`config.mk`:
```
export PLATFORM = sky130hd
export DESIGN_NAME = stream_group_reverser_flat
export DESIGN_NICKNAME = d
export VERILOG_FILES = /design/src/hdl/sgr_pkg.sv /design/src/hdl/sgr_in_if.sv /design/src/hdl/stream_group_reverser.sv /design/src/hdl/sgr_cell.sv /design/src/hdl/sgr_chain.sv /design/src/flat_wrapper.sv
export SDC_FILE = /design/constraint.sdc
export NUM_CORES = 1
export LEC_CHECK = 0
export BUFFER_PORTS_ARGS = -buffer_cell sky130_fd_sc_hd__buf_4
export CAP_MARGIN = 20
export CORE_UTILIZATION = 60
export DETAILED_ROUTE_END_ITERATION = 8
export PLACE_DENSITY = 0.74
export SYNTH_ARGS = -nofsm -noshare
export SYNTH_HDL_FRONTEND = slang
export SYNTH_SLANG_ARGS = --single-unit
```
`constraint.sdc`:
```
create_clock -name i_clk -period 17.7 [get_ports i_clk]
set_input_delay 2.655 -clock i_clk [delete_from_list [all_inputs] [get_ports i_clk]]
set_output_delay 2.655 -clock i_clk [all_outputs]
set_load 0.02 [all_outputs]
```
`src/hdl/sgr_pkg.sv`:
```
// Shared constants and types for the stream group reverser.
`timescale 1ns / 1ps

package sgr_pkg;

    localparam int DATA_W        = 32;
    localparam int GS_W          = 5;
    localparam int MAX_GROUP_DEF = 16;
    localparam logic [GS_W-1:0] GS_RESET = GS_W'(1);

    typedef enum logic [1:0] {
        OP_HOLD,
        OP_PUSH,
        OP_POP_HEAD,
        OP_POP_TAIL
    } t_cell_op;

    typedef enum logic [1:0] {
        ST_IDLE,
        ST_REV,
        ST_FWD
    } t_state;

    typedef struct packed {
        logic [DATA_W-1:0] head_val;
        logic [DATA_W-1:0] tail_val;
        logic              second_vld;
    } t_chain_stat;

endpackage

```
`src/hdl/sgr_in_if.sv`:
```
// Input and output stream interfaces of the stream group reverser.
`timescale 1ns / 1ps

interface sgr_in_if import sgr_pkg::*; ();
    logic                     valid;
    logic                     ready;
    logic signed [DATA_W-1:0] item_value;
    logic                     list_end;

    modport source (output valid, output item_value, output list_end, input ready);
    modport sink   (input valid, input item_value, input list_end, output ready);
endinterface

interface sgr_out_if import sgr_pkg::*; ();
    logic                     valid;
    logic                     ready;
    logic signed [DATA_W-1:0] out_value;
    logic                     burst_end;
    logic                     out_list_end;

    modport source (output valid, output out_value, output burst_end,
                    output out_list_end, input ready);
    modport sink   (input valid, input out_value, input burst_end,
                    input out_list_end, output ready);
endinterface

```
`src/hdl/stream_group_reverser.sv`:
```
// Top level of the stream group reverser.
// Words enter a row of MAX_GROUP cells, one word per cycle while the block is
// idle. When the held count reaches group_size (0 or 1 meaning one, values above
// MAX_GROUP meaning MAX_GROUP), the group is unloaded from the head of the row,
// newest first; when a list ends on a partial group, that remainder is unloaded
// from the tail, oldest first. Unloading moves one word per cycle into the
// output register whenever it is free (output stalls hold it), and input is held
// off meanwhile. The word after the last result of a group may enter while that
// result still waits in the output register. burst_end marks the last word of
// each unload, and out_list_end marks it too when the unload ends a list.
`timescale 1ns / 1ps

module stream_group_reverser import sgr_pkg::*; #(
    parameter int MAX_GROUP = MAX_GROUP_DEF
) (
    input  logic             i_clk,
    input  logic             i_rst_n,
    input  logic             i_cfg_we,
    input  logic [GS_W-1:0]  i_cfg_wdata,
    sgr_in_if.sink           i_in,
    sgr_out_if.source        o_out
);

    localparam int CNT_W = $clog2(MAX_GROUP + 1);
    localparam int CMP_W = ((CNT_W > GS_W) ? CNT_W : GS_W) + 1;

    logic [GS_W-1:0]   r_group_size;
    logic [CNT_W-1:0]  r_fill;
    logic [CNT_W-1:0]  n_fill;
    t_state            r_state;
    t_state            n_state;
    logic              r_list_end;
    logic              n_list_end;

    logic              r_o_valid;
    logic [DATA_W-1:0] r_o_value;
    logic              r_o_burst_end;
    logic              r_o_list_end;

    t_cell_op          w_op;
    t_chain_stat       w_stat;
    logic              w_accept;
    logic              w_out_free;
    logic              w_step;
    logic              w_last;
    logic [DATA_W-1:0] w_pop_val;
    logic [CMP_W-1:0]  w_n;
    logic [CMP_W-1:0]  w_k;
    logic [CMP_W-1:0]  w_gs;
    logic [CMP_W-1:0]  w_max;
    logic              w_close;

    sgr_chain #(
        .MAX_GROUP (MAX_GROUP)
    ) u_chain (
        .i_clk      (i_clk),
        .i_rst_n    (i_rst_n),
        .i_op       (w_op),
        .i_push_val (DATA_W'(i_in.item_value)),
        .o_stat     (w_stat)
    );

    assign w_gs    = CMP_W'(r_group_size);
    assign w_max   = CMP_W'(MAX_GROUP);
    assign w_k     = (r_group_size == '0) ? CMP_W'(1) : ((w_gs > w_max) ? w_max : w_gs);
    assign w_n     = CMP_W'(r_fill) + CMP_W'(1);
    assign w_close = (w_n >= w_k);

    assign w_out_free = !r_o_valid || o_out.ready;
    assign w_accept   = i_in.valid && i_in.ready;
    assign w_last     = !w_stat.second_vld;

    // next state
    always_comb begin
        n_state    = r_state;
        n_fill     = r_fill;
        n_list_end = r_list_end;
        unique case (r_state)
            ST_IDLE: begin
                if (i_in.valid) begin
                    if (w_close) begin
                        n_state    = ST_REV;
                        n_fill     = '0;
                        n_list_end = i_in.list_end;
                    end else if (i_in.list_end) begin
                        n_state    = ST_FWD;
                        n_fill     = '0;
                        n_list_end = 1'b1;
                    end else begin
                        n_fill = CNT_W'(w_n);
                    end
                end
            end
            ST_REV, ST_FWD: begin
                if (w_out_free && w_last) begin
                    n_state = ST_IDLE;
                end
            end
            default: begin
                n_state = ST_IDLE;
            end
        endcase
    end

    // outputs
    always_comb begin
        i_in.ready = 1'b0;
        w_op       = OP_HOLD;
        w_step     = 1'b0;
        w_pop_val  = w_stat.head_val;
        unique case (r_state)
            ST_IDLE: begin
                i_in.ready = 1'b1;
                if (i_in.valid) begin
                    w_op = OP_PUSH;
                end
            end
            ST_REV: begin
                w_step = w_out_free;
                if (w_out_free) begin
                    w_op = OP_POP_HEAD;
                end
            end
            ST_FWD: begin
                w_step    = w_out_free;
                w_pop_val = w_stat.tail_val;
                if (w_out_free) begin
                    w_op = OP_POP_TAIL;
                end
            end
            default: begin
            end
        endcase
    end

    always_ff @(posedge i_clk) begin
        if (!i_rst_n) begin
            r_group_size <= GS_RESET;
            r_fill       <= '0;
            r_state      <= ST_IDLE;
            r_list_end   <= 1'b0;
            r_o_valid    <= 1'b0;
        end else begin
            if (i_cfg_we) begin
                r_group_size <= i_cfg_wdata;
            end
            if (w_accept || r_state != ST_IDLE) begin
                r_fill     <= n_fill;
                r_list_end <= n_list_end;
            end
            r_state <= n_state;
            if (w_step) begin
                r_o_valid <= 1'b1;
            end else if (o_out.ready) begin
                r_o_valid <= 1'b0;
            end
        end
    end

    always_ff @(posedge i_clk) begin
        if (w_step) begin
            r_o_value     <= w_pop_val;
            r_o_burst_end <= w_last;
            r_o_list_end  <= w_last && r_list_end;
        end
    end

    assign o_out.valid        = r_o_valid;
    assign o_out.out_value    = $signed(r_o_value);
    assign o_out.burst_end    = r_o_burst_end;
    assign o_out.out_list_end = r_o_list_end;

endmodule

```
`src/hdl/sgr_cell.sv`:
```
// One storage cell of the group chain: holds a word and its valid bit.
`timescale 1ns / 1ps

module sgr_cell import sgr_pkg::*; (
    input  logic              i_clk,
    input  logic              i_rst_n,
    input  t_cell_op          i_op,
    input  logic [DATA_W-1:0] i_left_val,
    input  logic              i_left_vld,
    input  logic [DATA_W-1:0] i_right_val,
    input  logic              i_right_vld,
    output logic [DATA_W-1:0] o_val,
    output logic              o_vld,
    output logic [DATA_W-1:0] o_tail_val
);

    logic [DATA_W-1:0] r_val;
    logic              r_vld;
    logic [DATA_W-1:0] n_val;
    logic              n_vld;

    always_comb begin
        n_val = r_val;
        n_vld = r_vld;
        unique case (i_op)
            OP_HOLD: begin
            end
            OP_PUSH: begin
                n_val = i_left_val;
                n_vld = i_left_vld;
            end
            OP_POP_HEAD: begin
                n_val = i_right_val;
                n_vld = i_right_vld;
            end
            OP_POP_TAIL: begin
                n_vld = r_vld & i_right_vld;
            end
            default: begin
            end
        endcase
    end

    always_ff @(posedge i_clk) begin
        if (!i_rst_n) begin
            r_vld <= 1'b0;
        end else begin
            r_vld <= n_vld;
        end
        r_val <= n_val;
    end

    assign o_val      = r_val;
    assign o_vld      = r_vld;
    // oldest word of the group: valid here, empty beyond
    assign o_tail_val = (r_vld && !i_right_vld) ? r_val : '0;

endmodule

```
`src/hdl/sgr_chain.sv`:
```
// Row of cells: newest word at the head, oldest at the tail.
`timescale 1ns / 1ps

module sgr_chain import sgr_pkg::*; #(
    parameter int MAX_GROUP = MAX_GROUP_DEF
) (
    input  logic              i_clk,
    input  logic              i_rst_n,
    input  t_cell_op          i_op,
    input  logic [DATA_W-1:0] i_push_val,
    output t_chain_stat       o_stat
);

    logic [DATA_W-1:0] w_val  [MAX_GROUP];
    logic              w_vld  [MAX_GROUP];
    logic [DATA_W-1:0] w_tail [MAX_GROUP];
    logic [DATA_W-1:0] w_tail_or;

    genvar g;
    generate
        for (g = 0; g < MAX_GROUP; g++) begin : g_cell
            logic [DATA_W-1:0] w_left_val;
            logic              w_left_vld;
            logic [DATA_W-1:0] w_right_val;
            logic              w_right_vld;

            if (g == 0) begin : g_head
                assign w_left_val = i_push_val;
                assign w_left_vld = 1'b1;
            end else begin : g_mid
                assign w_left_val = w_val[g-1];
                assign w_left_vld = w_vld[g-1];
            end

            if (g == MAX_GROUP - 1) begin : g_end
                assign w_right_val = '0;
                assign w_right_vld = 1'b0;
            end else begin : g_inner
                assign w_right_val = w_val[g+1];
                assign w_right_vld = w_vld[g+1];
            end

            sgr_cell u_cell (
                .i_clk       (i_clk),
                .i_rst_n     (i_rst_n),
                .i_op        (i_op),
                .i_left_val  (w_left_val),
                .i_left_vld  (w_left_vld),
                .i_right_val (w_right_val),
                .i_right_vld (w_right_vld),
                .o_val       (w_val[g]),
                .o_vld       (w_vld[g]),
                .o_tail_val  (w_tail[g])
            );
        end
    endgenerate

    always_comb begin
        w_tail_or = '0;
        for (int i = 0; i < MAX_GROUP; i++) begin
            w_tail_or = w_tail_or | w_tail[i];
        end
    end

    assign o_stat.head_val   = w_val[0];
    assign o_stat.tail_val   = w_tail_or;
    assign o_stat.second_vld = w_vld[1];

endmodule

```
`src/flat_wrapper.sv`:
```
// flat-port wrapper written by rule: the top's interface ports become plain ports
module stream_group_reverser_flat import sgr_pkg::*;
#(
    parameter int MAX_GROUP = MAX_GROUP_DEF
)
  (i_clk, i_rst_n, i_cfg_we, i_cfg_wdata, i_in_valid, i_in_item_value, i_in_list_end, i_in_ready, o_out_valid, o_out_out_value, o_out_burst_end, o_out_out_list_end, o_out_ready);
  sgr_in_if i_in_i ();
  sgr_out_if o_out_i ();
  input  logic i_clk;
  input  logic i_rst_n;
  input  logic i_cfg_we;
  input  logic [GS_W-1:0] i_cfg_wdata;
  input wire logic [$bits(i_in_i.valid)-1:0] i_in_valid;
  input wire logic [$bits(i_in_i.item_value)-1:0] i_in_item_value;
  input wire logic [$bits(i_in_i.list_end)-1:0] i_in_list_end;
  output wire logic [$bits(i_in_i.ready)-1:0] i_in_ready;
  output wire logic [$bits(o_out_i.valid)-1:0] o_out_valid;
  output wire logic [$bits(o_out_i.out_value)-1:0] o_out_out_value;
  output wire logic [$bits(o_out_i.burst_end)-1:0] o_out_burst_end;
  output wire logic [$bits(o_out_i.out_list_end)-1:0] o_out_out_list_end;
  input wire logic [$bits(o_out_i.ready)-1:0] o_out_ready;
  assign i_in_i.valid = i_in_valid;
  assign i_in_i.item_value = i_in_item_value;
  assign i_in_i.list_end = i_in_list_end;
  assign i_in_ready = i_in_i.ready;
  assign o_out_valid = o_out_i.valid;
  assign o_out_out_value = o_out_i.out_value;
  assign o_out_burst_end = o_out_i.burst_end;
  assign o_out_out_list_end = o_out_i.out_list_end;
  assign o_out_i.ready = o_out_ready;
  stream_group_reverser #(.MAX_GROUP(MAX_GROUP)) u_core (.i_clk(i_clk), .i_rst_n(i_rst_n), .i_cfg_we(i_cfg_we), .i_cfg_wdata(i_cfg_wdata), .i_in(i_in_i), .o_out(o_out_i));
endmodule
```
**Word level (Yosys, flattened, before mapping)**

Cells that the tools add are included.
Widths: inputs -> output; s select.

- Divide/modulo/power cells: 0
- Add/subtract/negate cells: 1
- Shifts and indexed selects: 0
- Equal/unequal tests: 8
- Reduce and logical (&&, ||, !) cells: 49
- Bitwise operators: 30
- $lt $le $gt $ge: 2
- Multipliers: 0
- Multiplexer cells: 68

Operators by type and width:

| cell | number |
|---|---|
| $pmux 32 s2 | 16 |
| $mux 32 | 17 |
| $or 32x32->32 | 15 |
| $pmux 1 s3 | 15 |
| $logic_and 1x1->1 | 18 |
| $logic_not 1->1 | 16 |
| $and 1x1->1 | 15 |
| $mux 5 | 3 |
| $mux 2 | 6 |
| $reduce_bool 2->1 | 5 |
| $mux 1 | 7 |
| $add 5x1->6 const B | 1 |
| $eq 2x2->1 const B | 3 |
| $ge 6x6->1 | 1 |
| $mux 6 | 1 |
| $pmux 2 s3 | 1 |
| $reduce_and 3->1 | 2 |
| $gt 5x5->1 const B | 1 |
| $logic_not 5->1 | 1 |
| $eq 2x1->1 const B | 2 |
| $pmux 2 s2 | 1 |
| $reduce_and 4->1 | 1 |
| $reduce_or 2->1 | 2 |
| $ne 3x2->1 const B | 1 |
| 6 further kinds | 7 |

- Word-level logic and storage cells: 198
- Bits in writable memories: 0
- Memories kept: 0
- Output and inout port bits: 36
- Flip-flop bits (word level): 576
- Bits in latches: 0
- Input port bits: 43
- Bits in read-only memories: 0

**Depth between registers and ports, before layout**

- Word-level depth: 19
- Mapped depth: 13
- Mapped depth without buffers: 10

**By module**

Synthesis repeated with hierarchy kept, for this count alone.

- Cells, all modules: 2,190
- Area, all modules: 32,528.7 µm²

Modules (own cells, without submodules):

| module | sequential area each (µm²) | instances | area each (µm²) | cells an instance |
|---|---|---|---|---|
| sgr_cell | 980.9 | 16 | 1,828.0 | 116 |
| stream_group_reverser | 1,301.2 | 1 | 2,264.7 | 171 |
| sgr_chain | 0.0 | 1 | 1,016.0 | 163 |

**Least setup slack after synthesis**

OpenSTA, ideal clock, no wires.

- Kind: input-to-reg
- From: input o_out_ready
- To: register u_core.u_chain.g_cell[0].u_cell.r_val[0] (enable)
- Setup slack: 3.178 ns
- Data arrival time: 13.639 ns
- Buffers on the path: 0
- Required time: 16.817 ns
- Library setup time: 0.883 ns
- Cell stages on the path: 3
- Cells stage by stage: nor2b_1 or3_1 ha_1

- Longest elaborated chain between the ends: 5
- Elaborated cells between the ends (all ways): 7
- Those cells by class: eq/ne: 2; mux: 3; reduce/logical: 2

Ends and longest elaborated chain:

| element | line | RTL |
|---|---|---|
| start, declared | flat_wrapper.sv:21 | `input wire logic [$bits(o_out_i.ready)-1:0] o_out_ready;` |
| $logic_or 1x1->1 (*) | stream_group_reverser.sv:69 | `assign w_out_free = !r_o_valid \|\| o_out.ready;` |
| $mux 2 (on tied branches) | stream_group_reverser.sv:127, stream_group_reverser.sv:120 |  |
| $pmux 2 s3 (*) | stream_group_reverser.sv:111 | `unique case (r_state)` |
| $eq 2x1->1 / $eq 2x2->1 (equally long branches) | sgr_cell.sv:25 | `unique case (i_op)` |
| $reduce_bool 2->1 (no source line) (*) | - |  |
| end signal, assigned | sgr_cell.sv:50 | `r_val <= n_val;` |
| end, declared | sgr_cell.sv:17 | `logic [DATA_W-1:0] r_val;` |

Every way passes the cells marked *; elsewhere a longest branch is shown, timed or not.
A chain may end at the register's enable or synchronous reset.

**Worst setup path in the final report**

- From: input o_out_ready
- To: register u_core.u_chain.g_cell[1].u_cell.r_val[29], data pin

- Longest elaborated chain between the ends: 5
- Elaborated cells between the ends (all ways): 7
- Those cells by class: eq/ne: 2; mux: 4; reduce/logical: 1

Ends and longest elaborated chain:

| element | line | RTL |
|---|---|---|
| $logic_or 1x1->1 (*) | stream_group_reverser.sv:69 |  |
| $mux 2 (on tied branches) | stream_group_reverser.sv:127, stream_group_reverser.sv:120 |  |
| $pmux 2 s3 (*) | stream_group_reverser.sv:111 |  |
| $eq 2x2->1 / $eq 2x1->1 (equally long branches) | sgr_cell.sv:25 |  |
| $pmux 32 s2 (*) | sgr_cell.sv:25 |  |
| via u_core.u_chain.g_cell[1].u_cell.n_val[29] | sgr_cell.sv:19 | `logic [DATA_W-1:0] n_val;` |
| end signal, assigned | sgr_cell.sv:50 |  |
| end, declared | sgr_cell.sv:17 |  |

Mark *: on every way through the listed nets, which the timed path passes. The rest lies on a longest branch.

==> flow_metrics.env <==
export IMPL_syn_area_um2=27100
export IMPL_power_share_combinational_pct=20.5
export IMPL_final_seq_area_um2=17000
export IMPL_pre_cts_slack_ns=11.19
export IMPL_hpwl_um=32800
export IMPL_combined_global_route_utilization_of_all_metal_layers_pct=26.5
export IMPL_synthSimpleGateAreaFrac_pct=4.72
export IMPL_power_static_leakage_nw=9.93
export IMPL_clock_skew_ns=0.0160
export IMPL_holdPathStages=2
export IMPL_synth_warning_count=0
export IMPL_final_instance_count_excl_fill=2478
export IMPL_setup_repair_after_global_routing_missed_its_margin="false"
export IMPL_slowest_delay_ns=0.88
export IMPL_yosys_area_share_adder_pct=0.601
export IMPL_insertion_delay_ns=0.62
export IMPL_synthesized_nets=1859
export IMPL_final_ws_setup_ns=11.76
export IMPL_layout_filler_cells=3163
export IMPL_clock_power_share_pct=23.9
export IMPL_hp_class="reg2reg"
export IMPL_final_net_count=1896
export IMPL_cts_tree="built"
export IMPL_multi_input_area_um2=9570
export IMPL_worstPathArrival_ns=6.30
export IMPL_post_synth_top_count_cell="sky130_fd_sc_hd__edfxtp_1"
export IMPL_switchingPower_mw=1.41
export IMPL_r2r_slack_ns=12.97
export IMPL_hold_end="u_core.r_fill[1]$_SDFFE_PN0P_"
export IMPL_post_drt_via_cell_ratio=6.62
export IMPL_crit_path_end_kind="flop"
export IMPL_vias_in_the_first_global_route=16309
export IMPL_final_hold_worst_slack_ns=0.487
export IMPL_first_pass_grt_wire_length_um=94900
export IMPL_final_antenna_net_count=0
export IMPL_cp_required_ns=18.06
export IMPL_timing_final_hold_violations=0
export IMPL_initial_antenna_violation_count=1
export IMPL_synth_seq_area_share_pct=62.8
export IMPL_worst_slew_pin_transition_ns=1.14
export IMPL_detail_route_wirelength_um=61700
export IMPL_max_cap_violations=0
export IMPL_cts_num_sinks=576
export IMPL_post_place_cells=2370
export IMPL_yosys_mux_area_fraction_pct=20.2
export IMPL_design_portCount=79
export IMPL_finalSetupViolations=0
export IMPL_status="finished, final reports clean"
export IMPL_yosys_area_top_type="sky130_fd_sc_hd__edfxtp_1"
export IMPL_synth_cell_types=47
export IMPL_r2r_cells=10
export IMPL_worstPathBufferInverterCount=3
export IMPL_floorplan_initialDensity_pct=61.1
export IMPL_worstHoldStart="u_core.r_fill[1]$_SDFFE_PN0P_"
export IMPL_timing_critical_path_slowest_stage_cell="sky130_fd_sc_hd__buf_4"
export IMPL_yosys_register_bits=576
export IMPL_cts_buffers_inserted=59
export IMPL_drt_first_iter_violations=1885
export IMPL_setup_cp_type="in2reg"
export IMPL_clockRootBuffer="sky130_fd_sc_hd__clkbuf_16"
export IMPL_place_gp_congestion=0.765
export IMPL_synth_xor_area_share_pct=0.0971
export IMPL_worst_voltage_drop_across_the_vdd_grid_mv=0.118
export IMPL_timing_slew_headroom_pct=24.3
export IMPL_final_period_minus_worst_setup_slack_ns=5.94
export IMPL_achievable_frequency_ghz=0.168
export IMPL_fp_dieW_um=214
export IMPL_postSynthCellCount=1803
export IMPL_synthDominantCellAreaShare_pct=60.6
export IMPL_drc=0
export IMPL_async_flop_share_pct=0
export IMPL_finalMaxSlewViolations=0
export IMPL_timing_critical_path_from_type="input pin"
export IMPL_timing_critical_path_max_delay_family="buffers and inverters"
export IMPL_postSynth_topFlopCell="sky130_fd_sc_hd__edfxtp_1"
export IMPL_finalCritPeriodShare_pct=33.6
export IMPL_antenna_cells=0
export IMPL_clock_tree_buffer_depth=3
export IMPL_cts_repair_timing_setup_buffer_count=0
export IMPL_critical_path_most_common_cell="sky130_fd_sc_hd__buf_4"
export IMPL_crit_path_cell_trace="buf_4 -> nor2b_1 -> nand2b_1 -> a21o_1 -> ha_4 -> buf_4 -> buf_4 -> mux2_2"
export IMPL_die_h_um=214
export IMPL_std_cell_rows=77
export IMPL_routedWlPerCell_um=24.9
export IMPL_cts_htree_levels=2
export IMPL_grt_start_max_net_pins=203
export IMPL_synth_edff_count=546
export IMPL_worst_path_max_fanout=83
export IMPL_area_growth_syn_to_layout_pct=11.0
export IMPL_regToRegEndpoint="u_core.u_chain.g_cell[1].u_cell.o_val[29]$_DFFE_PP_"
export IMPL_cts_hold_buffers_added=0
export IMPL_main_combinational_cell_family_by_area_after_synthesis="multiplexers"
export IMPL_power_switching_share_pct=28.6
export IMPL_grt_ovfl_total=0
export IMPL_worst_setup_hold_path_clk_slew_ns=0.06
export IMPL_design_power_total_mw=4.92
export IMPL_synthTopCellsByCount="sky130_fd_sc_hd__edfxtp_1 (546), sky130_fd_sc_hd__mux2_2 (480), sky130_fd_sc_hd__a22oi_1 (190)"
export IMPL_post_cts_resize_count=0
export IMPL_dr_total_vias=16403
export IMPL_pwr_share_seq_pct=55.6
export IMPL_cellInternalPower_mw=3.51
export IMPL_port_buffers=78
export IMPL_layout_drive_gt1_share_pct=36.6
export IMPL_detailedRoute_firstPassIterationCount=6
export IMPL_design_die_area_um2=46000
export IMPL_compound_gate_fraction_of_synth_area_pct=9.26
export IMPL_syn_area_per_cell_um2=15.0
export IMPL_floorplan_core_area_um2=44300
export IMPL_ys_top_cells_by_area="sky130_fd_sc_hd__edfxtp_1 (61%), sky130_fd_sc_hd__mux2_2 (20%), sky130_fd_sc_hd__a22oi_1 (5.3%)"
export IMPL_power_density_nw_per_um2=164
export IMPL_crit_reg2reg_launch="u_core.r_state[0]$_SDFFE_PN0P_"
export IMPL_setup_tns_ns=0
## cells by family (layout without fill, tap and decap cells)
kind of cell / Yosys count / in the layout
buffers and inverters: 152 / 235
AO/OA/AOI/OAI: 332 / 332
XOR/XNOR: 3 / 3
flip-flops: 576 / 576
adder cells (fa/ha/maj): 13 / 13
AND/OR/NAND/NOR: 242 / 242
multiplexers: 485 / 485
## sequential cells by signal, indices dropped and copies added, names as in the netlist
name,flops
u_core.r_group_size,5
u_core.o_out.out_list_end,1
u_core.o_out.out_value,32
u_core.o_out.burst_end,1
u_core.r_list_end,1
u_core.r_fill,5
u_core.u_chain.g_cell.u_cell.o_val,512
u_core.u_chain.g_cell.u_cell.o_vld,16
u_core.r_state,2
u_core.o_out.valid,1
## power by group through the flow
| stage | clock network, mW | registers, mW | logic (mW) |
|---|---|---|---|
| 3_5_place_dp | 0 | 2.74 | 0.994 |
| 3_3_place_gp | 0 | 2.72 | 0.947 |
| 4_1_cts | 1.20 | 2.72 | 0.999 |
| 6_report | 1.18 | 2.73 | 1.01 |
| 5_1_grt | 1.25 | 2.80 | 1.08 |
| 2_1_floorplan | 0 | 2.79 | 0.778 |
## metrics by stage
stage	cell area [µm²]	utilization (%)
2_1_floorplan	27100	-
3_3_place_gp	28200	63.7
3_5_place_dp	28200	63.7
4_1_cts	30000	67.7
5_1_grt	30000	67.8
6_report	30000	67.8
## worst min-delay path: cells and delay by family (launching register included)
kind / cells / cell delay (ns)
flops: 1 / 0.33
simple gates: 1 / 0.06
compound gates: 1 / 0.05
## worst max path at each step
stage	depth (start not counted)	to	slack [ns]	from
after global routing	8	u_core.u_chain.g_cell[14].u_cell.o_val[29]$_DFFE_PP_	11.54	o_out_ready
after detailed placement	8	u_core.u_chain.g_cell[5].u_cell.o_val[7]$_DFFE_PP_	11.19	o_out_ready
after floorplan	3	u_core.u_chain.g_cell[0].u_cell.o_val[0]$_DFFE_PP_	3.18	o_out_ready
after CTS	8	u_core.u_chain.g_cell[14].u_cell.o_val[29]$_DFFE_PP_	11.83	o_out_ready
after global placement	8	u_core.u_chain.g_cell[0].u_cell.o_val[29]$_DFFE_PP_	11.24	o_out_ready
final	8	u_core.u_chain.g_cell[1].u_cell.o_val[29]$_DFFE_PP_	11.76	o_out_ready
## routing by layer
metal / up-vias / global-route usage [%] / part of all wire (%)
met4: 2 / 9.57 / 2.8
met5: - / 0 / 0.023
met2: 653 / 41.4 / 47
met3: 109 / 4.21 / 7.0
met1: 8356 / 37.8 / 43
li1: 7283 / - / -
## cell usage in the layout, fill, tap and decap left out, drive strengths merged, types with 8 or more instances in the layout
master,n
edfxtp,546
mux2,480
a22oi,190
buf,108
nand2,79
clkbuf,72
nor2b,55
nand4,35
nand3,32
dfxtp,30
clkinv,29
a21oi,24
inv,21
o21ai,20
a222oi,17
a221oi,17
and2,16
a22o,14
o22ai,13
ha,13
o22a,11
o32a,8
nor2,8
## cell type report
class                   instances  share of cell area (%)
well taps                     592                    2.47
multi-input cells            1075                    31.9
clock inverters                35                   0.820
inverters                      20                   0.250
clock buffers                  72                    5.18
flip-flops and latches        576                    56.6
repair buffers                108                    2.85
No activity file was read; power rests on OpenSTA's default activity.
